### src/design/sle_pkg.sv
// Shared constants, codes and types of the sequential list engine.
`default_nettype none
package sle_pkg;

    localparam int CAPACITY   = 64;
    localparam int DATA_WIDTH = 32;
    localparam int IDX_W      = $clog2(CAPACITY);
    localparam int LEN_W      = $clog2(CAPACITY + 1);

    typedef logic [DATA_WIDTH-1:0] word_t;
    typedef logic [LEN_W-1:0]      len_t;

    typedef enum logic [3:0] {
        OP_CREATE  = 4'd0,
        OP_DESTROY = 4'd1,
        OP_CLEAR   = 4'd2,
        OP_GET     = 4'd3,
        OP_LOCATE  = 4'd4,
        OP_PRED    = 4'd5,
        OP_SUCC    = 4'd6,
        OP_INSERT  = 4'd7,
        OP_DELETE  = 4'd8
    } op_t;

    typedef enum logic [2:0] {
        ST_OK       = 3'd0,
        ST_BADPOS   = 3'd1,
        ST_NOTFOUND = 3'd2,
        ST_NOLIST   = 3'd3,
        ST_FULL     = 3'd4
    } status_t;

    typedef enum logic [1:0] {
        S_IDLE,
        S_PICK,
        S_GATHER
    } state_t;

    // how the picked one-hot moves before it selects a cell
    typedef enum logic [1:0] {
        SH_NONE,
        SH_DOWN,
        SH_UP
    } shift_t;

    // broadcast to every cell of the chain
    typedef struct packed {
        word_t value;
        len_t  len;
        len_t  pos_m1;
        logic  wr_ins;
        logic  wr_del;
    } cell_cmd_t;

endpackage
`default_nettype wire

### src/design/sle_first.sv
// First-hit picker: lowest set bit of the hit vector, registered, optionally moved.
`default_nettype none
module sle_first
    import sle_pkg::*;
(
    input  wire logic                clk,
    input  wire logic                load,
    input  wire logic [CAPACITY-1:0] hits,
    input  wire shift_t              shift,
    output logic [CAPACITY-1:0]      onehot,
    output logic                     found
);

    logic [CAPACITY-1:0] lowest;
    logic [CAPACITY-1:0] onehot_reg;
    logic [CAPACITY-1:0] onehot_next;
    logic                found_reg;

    assign lowest = hits & (~hits + CAPACITY'(1));

    always_comb
    begin
        unique case (shift)
            SH_DOWN: onehot_next = lowest >> 1;
            SH_UP:   onehot_next = lowest << 1;
            default: onehot_next = lowest;
        endcase
    end

    always_ff @(posedge clk)
    begin
        if (load)
        begin
            onehot_reg <= onehot_next;
            found_reg  <= |hits;
        end
    end

    assign onehot = onehot_reg;
    assign found  = found_reg;

endmodule
`default_nettype wire

### config.mk
export PLATFORM = sky130hd
export DESIGN_NAME = sle_first
export DESIGN_NICKNAME = d
export VERILOG_FILES = /design/src/design/sle_pkg.sv /design/src/design/sle_first.sv
export SDC_FILE = /design/constraint.sdc
export NUM_CORES = 1
export LEC_CHECK = 0
export ABC_AREA = 1
export BUFFER_PORTS_ARGS = -buffer_cell sky130_fd_sc_hd__buf_2
export CELL_PAD_IN_SITES_DETAIL_PLACEMENT = 0
export CELL_PAD_IN_SITES_GLOBAL_PLACEMENT = 1
export CORE_MARGIN = 2
export CORE_UTILIZATION = 34
export CTS_CLUSTER_SIZE = 30
export DETAILED_ROUTE_END_ITERATION = 12
export MAX_ROUTING_LAYER = met4
export PLACE_DENSITY = 0.78
export RECOVER_POWER = 100
export SLEW_MARGIN = 20
export SYNTH_ARGS = -nofsm -noshare
export SYNTH_HDL_FRONTEND = slang
export SYNTH_SLANG_ARGS = --single-unit
### constraint.sdc
create_clock -name clk -period 1.5 [get_ports clk]
set_input_delay 0.075 -clock clk [delete_from_list [all_inputs] [get_ports clk]]
set_output_delay 0.075 -clock clk [all_outputs]
set_load 0.01 [all_outputs]
==> run summary <==
max cap viols: 0
Worst Hold Class: in -> reg
Setup Buffers After CTS: 0
DRT Pass-1 Iters: 6
Chip Width: 123.5 um
Post-Syn Area: 0.004856 mm2
Worst setup SP type: input pin
CTS tree: done
Clock Sinks: 65
final hold violations: 0
worst hold slack: 0.1232 ns
status: finished clean
RSZ-0062 raised after global routing: no
Initial Utilization: 0.3485
Post-Place Cell Area: 0.006072 mm2
core area: 0.01393 mm2
fraction of layout cells with a size suffix above 1: 0.1768
Leak Pwr: 2.480 nW
Final setup viols: 0
critical path endpoint category: register
fin crit share: 0.8899
I/O pin total: 133
Congestion Overflow GR: 0
Synth Warn #: 0
syn_area_per_cell: 7.162 um2
Post-Layout Inst Area: 0.006266 mm2
critical path class: in -> reg
Vias/cell: 5.243
Fmax: 749.1 MHz
Rel. slew slack: 0.3920
GRT Util Overall: 0.2359
routed via count: 5,421
vias in the first global route: 4,894
nets: 919
# hold bufs at CTS: 0
drt drc: 0
FP Rows: 43
Inserted Clock Buffers: 9
Die Ht: 123.5 um
Synth cell types: 27
Tmin final: 1.335 ns
largest net degree at the start of global routing: 66
post-synthesis sequential area ratio: 0.4020
Root Driver: clkbuf_16
Final Wtd Congestion: 0.9862
Post-DP HPWL: 13.62 mm
number of port buffers: 132
Max Slew Vio Count: 0
worst-path maximum fanout: 3
Die Footprint: 0.01525 mm2
VDD IR max: 0.0004411 V
global-route wire length before repair: 26.39 mm
Arr. time, crit path: 1.50 ns
crit path from: hits[30]
HP Start: hits[0]
Synth area leader: edfxtp_1
Slew @ Worst Pin: 0.9119 ns
cts repair resizes: 0
drt total wl: 17.52 mm
Syn Nets: 748
Seq cells post-synth: 65
Max Buffers Root-to-Sink: 2
Power, Total: 5.110 mW
final antenna-violating net count: 0
Reg clk slew, reported paths: 0.06 ns
Pwr per Cell Area: 815.6 mW/mm2
drt wl/cell: 16.95 um
Synth area leaders: edfxtp_1 40%, nand3_1 19%, nor2_1 11%
n_diodes: 0
area share of the leading cell type in the synthesized netlist: 0.4020
CTS HTree Levels: 3
initial antenna violation count: 0
Largest register FFs: 64
Post-Synthesis Cells: 678
Critical Path RT: 1.66 ns
initial DRC count: 723
area delta synth->final: 29.04%
setup TNS: 0 ns
[cell type report]
class                   instances  area, um2
clock buffers                  11      232.7
clock inverters                 5      80.08
fillers                      1491       7669
inverters                      61      229.0
multi-input cells             531       2544
flip-flops and latches         65       1952
well taps                     180      225.2
repair buffers                181       1003
[logic make-up (layout without fill, tap and decap cells)]
logic type / after synthesis / after routing / synth area share
buffers and inverters: 82 / 258 / 0.07292
flip-flops: 65 / 65 / 0.4020
AO/OA/AOI/OAI: 15 / 15 / 0.02396
AND/OR/NAND/NOR: 514 / 514 / 0.4960
adder cells (fa/ha/maj): 2 / 2 / 0.005152
[placed cells by master, fill, tap and decap left out, types with 12 or more instances in the layout]
master / n
edfxtp_1: 65
buf_4: 36
nand3_1: 186
nor2_1: 141
nand4_1: 27
inv_1: 61
buf_2: 63
clkbuf_1: 74
nor2_4: 12
nand2_1: 127
[cell usage after synthesis]
master,number
nand2_4,3
nor2_2,8
inv_2,3
buf_1,2
buf_4,5
edfxtp_1,65
o21ai_2,1
nor2_4,12
buf_6,2
inv_1,58
buf_2,10
o22ai_1,1
and2_1,1
nand3_1,186
o221ai_1,7
o21ai_0,2
nor3_1,2
o211ai_1,4
nor3b_2,1
nor2_1,141
nor2_8,1
ha_1,2
nand2_2,5
nor3b_1,1
clkbuf_1,2
nand2_1,126
nand4_1,27
[report_power, final]
group	switching, mW	internal (mW)	total, mW
clock	0.827	1.45	2.28
sequential	0.0299	2.09	2.12
combinational	0.482	0.224	0.706
[metrics by stage]
stage	worst slack, ns	util	instances
final	0.1651	0.4497	1034
after global routing	0.05208	0.4497	1034
after CTS	0.2568	0.4582	1034
after detailed placement	-0.08715	0.4358	1018
after global placement	-0.1204	0.4358	1018
after floorplan	0.01204	-	678
[worst paths after layout]
check / end / slack, ns / cells after the start
hold / removal: onehot[0] / 0.12 / 3
setup / recovery: onehot[63] / 0.17 / 9
[per-layer routing]
| metal | part of all wire | wire, um | GRT usage | vias up |
|---|---|---|---|---|
| met2 | 0.42 | 7346 | 0.3304 | 278 |
| met3 | 0.090 | 1579 | 0.02998 | 15 |
| met5 | 0 | 0 | - | - |
| met1 | 0.48 | 8371 | 0.3606 | 2466 |
| met4 | 0.013 | 225 | 0.05043 | 0 |
| li1 | - | - | - | 2662 |
[critical path, stage by stage]
cell and delay, ns:
buf_2 0.11, nor2_1 0.28, clkbuf_4 0.22, nand2_1 0.05, nor2_1 0.08, nand3_1 0.15
nor2_1 0.31, nand3_1 0.10, o21ai_0 0.12
No activity file was read; power rests on OpenSTA's default activity.
