`src/design/sle_pkg.sv`:
```
// Shared constants, codes and types of the sequential list engine.
`default_nettype none
package sle_pkg;

    localparam int CAPACITY   = 64;
    localparam int DATA_WIDTH = 32;
    localparam int IDX_W      = $clog2(CAPACITY);
    localparam int LEN_W      = $clog2(CAPACITY + 1);

    typedef logic [DATA_WIDTH-1:0] word_t;
    typedef logic [LEN_W-1:0]      len_t;

    typedef enum logic [3:0] {
        OP_CREATE  = 4'd0,
        OP_DESTROY = 4'd1,
        OP_CLEAR   = 4'd2,
        OP_GET     = 4'd3,
        OP_LOCATE  = 4'd4,
        OP_PRED    = 4'd5,
        OP_SUCC    = 4'd6,
        OP_INSERT  = 4'd7,
        OP_DELETE  = 4'd8
    } op_t;

    typedef enum logic [2:0] {
        ST_OK       = 3'd0,
        ST_BADPOS   = 3'd1,
        ST_NOTFOUND = 3'd2,
        ST_NOLIST   = 3'd3,
        ST_FULL     = 3'd4
    } status_t;

    typedef enum logic [1:0] {
        S_IDLE,
        S_PICK,
        S_GATHER
    } state_t;

    // how the picked one-hot moves before it selects a cell
    typedef enum logic [1:0] {
        SH_NONE,
        SH_DOWN,
        SH_UP
    } shift_t;

    // broadcast to every cell of the chain
    typedef struct packed {
        word_t value;
        len_t  len;
        len_t  pos_m1;
        logic  wr_ins;
        logic  wr_del;
    } cell_cmd_t;

endpackage
`default_nettype wire

```
`src/design/sle_cell.sv`:
```
// One storage cell of the list chain: holds one word, compares, shifts.
`default_nettype none
module sle_cell
    import sle_pkg::*;
(
    input  wire logic             clk,
    input  wire logic [IDX_W-1:0] idx,
    input  wire word_t            left_data,
    input  wire word_t            right_data,
    input  wire cell_cmd_t        cmd,
    output word_t                 data,
    output logic                  eq,
    output logic                  in_range
);

    word_t data_reg;
    word_t data_next;
    len_t  idx_ext;

    assign idx_ext  = LEN_W'(idx);
    assign data     = data_reg;
    assign eq       = (data_reg == cmd.value);
    assign in_range = (idx_ext < cmd.len);

    always_comb
    begin
        data_next = data_reg;
        if (cmd.wr_ins)
        begin
            if (idx_ext == cmd.pos_m1)
                data_next = cmd.value;
            else if (idx_ext > cmd.pos_m1)
                data_next = left_data;   // move up
        end
        else if (cmd.wr_del)
        begin
            if (idx_ext >= cmd.pos_m1)
                data_next = right_data;  // move down
        end
    end

    always_ff @(posedge clk)
    begin
        data_reg <= data_next;
    end

endmodule
`default_nettype wire

```
`config.mk`:
```
export PLATFORM = sky130hd
export DESIGN_NAME = sle_cell
export DESIGN_NICKNAME = d
export VERILOG_FILES = /design/src/design/sle_pkg.sv /design/src/design/sle_cell.sv
export SDC_FILE = /design/constraint.sdc
export NUM_CORES = 1
export LEC_CHECK = 0
export ABC_AREA = 1
export BUFFER_PORTS_ARGS = -buffer_cell sky130_fd_sc_hd__buf_2
export CAP_MARGIN = 20
export CORE_ASPECT_RATIO = 0.5
export CORE_MARGIN = 5
export CORE_UTILIZATION = 49
export CTS_CLUSTER_SIZE = 25
export DETAILED_ROUTE_END_ITERATION = 10
export GPL_TIMING_DRIVEN = 0
export PLACE_DENSITY = 0.85
export SYNTH_ARGS = -nofsm -noshare
export SYNTH_HDL_FRONTEND = slang
export SYNTH_SLANG_ARGS = --single-unit
```
`constraint.sdc`:
```
create_clock -name clk -period 5.91 [get_ports clk]
set_input_delay 1.182 -clock clk [delete_from_list [all_inputs] [get_ports clk]]
set_output_delay 1.182 -clock clk [all_outputs]
set_load 0.02 [all_outputs]
```
==> out/metrics.csv <==
metric,value,unit
Startpoint Class,primary input,
Final Wtd Congestion,0.851,
final wirelength,8220,um
post-cts resize count,0,
Period minus WS final,3.29,ns
# setup viols final,0,
global-route wire length before repair,12700,um
critical path class,primary input to primary output,
share of layout cells above drive strength 1,0.372,
sequential cell area fraction in the yosys report,0.344,
Psw,0.249,mW
Fin. Hold Viols,0,
f_max,0.304,GHz
Residual DRC,0,
antenna diode instance count,0,
Synth warnings,0,
max FFs per register,32,
Slew @ Worst Pin,0.940,ns
clk buf depth,2,
routed len/inst,13.1,um
width of the die,117,um
Overflow after GRT,0,
CTS Buf Count,5,
total number of vias,3023,
critical path data required time,4.73,ns
Max Slew Vio Count,0,
headroom to the max-slew limit,0.372,
switch share,0.321,
Hold Buf Count CTS,0,
setup TNS,0,ns
Root Driver,clkbuf_16,
VDD IR max,134,uV
postcts setup bufs,0,
drt initial violations,200,
clock power share,0.318,
Syn Nets,528,
final period utilization,0.557,
Static Leak,1.99,nW
CTS sink count,32,
post-synthesis instance total,398,
CTS tree,yes,
GR Util All Layers,0.214,
Cell Rows,19,
path type of the worst min-delay path,primary input to flop,
CORE AREA,0.00549,mm2
"Power, Total",0.777,mW
Synth Register Bits,32,
RSZ-0062 raised after global routing,false,
DRT Pass-1 Iters,4,
post-DP HPWL,6510,um
CP Capture Type,primary output,
area of the mapped netlist,0.00279,mm2
Initial Util,0.509,
pin count of the biggest net entering global routing,33,
Pint,0.528,mW
antenna violation net count after detailed routing,0,
setup ws final,2.62,ns
die area,0.00740,mm2
Worst Hold Depth,3,
Seq. cell area,961,um2
fill cell count,498,
Final Instance Area,0.00378,mm2
DP Area,0.00365,mm2
multi-input logic area,0.00148,mm2
Synth-to-Final Area Change,35.4,%
Post-Place Setup Slack,2.57,ns
synth unique cells,20,
CTS H-tree depth,2,
"CTS clk-pin slew, worst paths",0.05,ns
antenna violations before repair,0,
Power per Cell Area,206,mW/mm2
vias in the first global route,2803,
final net count,686,
combinational cell fraction of total power,0.297,
status,"complete, no violations",
Max Cap Violations,0,
I/O Pins,153,
synthesized area per cell,7.02,um2
Worst EP arrival,2.11,ns
Seq pwr share,0.385,
Cells after DPL,622,
IO buf count,151,
Vias/cell,4.81,
Final Instance Count excl. Fillers,629,
CP max FO,2,
Die Height,63.4,um
## power groups by stage
stage                     registers (mW)  logic [mW]  clock network, mW
after floorplan                    0.335       0.103                  0
after global placement             0.303       0.225                  0
after detailed placement           0.303       0.231                  0
after CTS                          0.299       0.232              0.245
after global routing               0.304       0.256              0.257
final                              0.299       0.231              0.247
## worst max-delay path, cell delays in order
cell	delay (ns)
buf_2	0.11
ha_1	0.30
a21oi_1	0.15
o21ai_0	0.08
a21oi_1	0.11
buf_2	0.18
## final cells by class
cell class / instances / share of cell area
Multi-Input combinational cell: 288 / 0.391
Sequential cell: 32 / 0.254
Timing Repair Buffer: 151 / 0.200
Inverter: 62 / 0.0615
Clock buffer: 6 / 0.0341
Buffer: 16 / 0.0341
Tap cell: 73 / 0.0242
Clock inverter: 1 / 0.00132
## cells in the mapped netlist
cell type	n	area share
nand3b_1	1	0.0027
edfxtp_1	32	0.34
inv_1	62	0.083
nand4_1	1	0.0022
ha_1	11	0.049
xor2_1	3	0.0094
nand3_1	33	0.059
or2_2	2	0.0045
nand2_4	1	0.0040
buf_6	6	0.024
a21oi_2	30	0.094
nand2_2	1	0.0022
buf_2	1	0.0018
nor2_4	2	0.0081
buf_4	6	0.016
a21oi_1	39	0.070
nor2_1	77	0.10
o21ai_0	1	0.0018
clkbuf_1	3	0.0040
nand2_1	86	0.12
## stage by stage
step	hold WS, ns	utilization
2_1_floorplan	1.41	-
3_3_place_gp	1.50	0.663
3_5_place_dp	1.50	0.664
4_1_cts	1.22	0.689
5_1_grt	1.23	0.689
6_report	1.23	0.689
## cell usage in the layout, fill, tap and decap left out
master     synthesis  routed
a21oi_1           39      39
a21oi_2           30      30
buf_2              1     152
buf_4              6       6
buf_6              6       6
clkbuf_1           3       4
clkbuf_16          0       5
clkinv_2           0       1
edfxtp_1          32      32
ha_1              11      11
inv_1             62      62
nand2_1           86      86
nand2_2            1       1
nand2_4            1       1
nand3_1           33      33
nand3b_1           1       1
nand4_1            1       1
nor2_1            77      76
nor2_4             2       3
o21ai_0            1       1
or2_2              2       2
xor2_1             3       3
## per-layer routing
metal,track usage,share of wire,wire length (um),vias up
met1,0.260,0.40,3260,1335
met2,0.385,0.51,4200,91
met5,0,0,0,-
met4,0.0458,0.014,112,0
li1,-,-,-,1587
met3,0.0488,0.079,650,10
## worst paths after layout
check | end | slack, ns | start
setup / recovery | in_range | 2.62 | idx[4]
hold / removal | data[30]$_DFFE_PP_ | 1.23 | right_data[30]
## logic make-up after synthesis
| group | Yosys count | synth area share |
|---|---|---|
| and+or+nand+nor | 204 | 0.302 |
| xor gates and xnor gates | 3 | 0.00941 |
| DFF | 32 | 0.344 |
| buffers and inverters | 78 | 0.129 |
| adders and majority gates | 11 | 0.0493 |
| AOI/OAI and AO/OA | 70 | 0.166 |
Note: power is estimated with default switching activity, not from simulation.
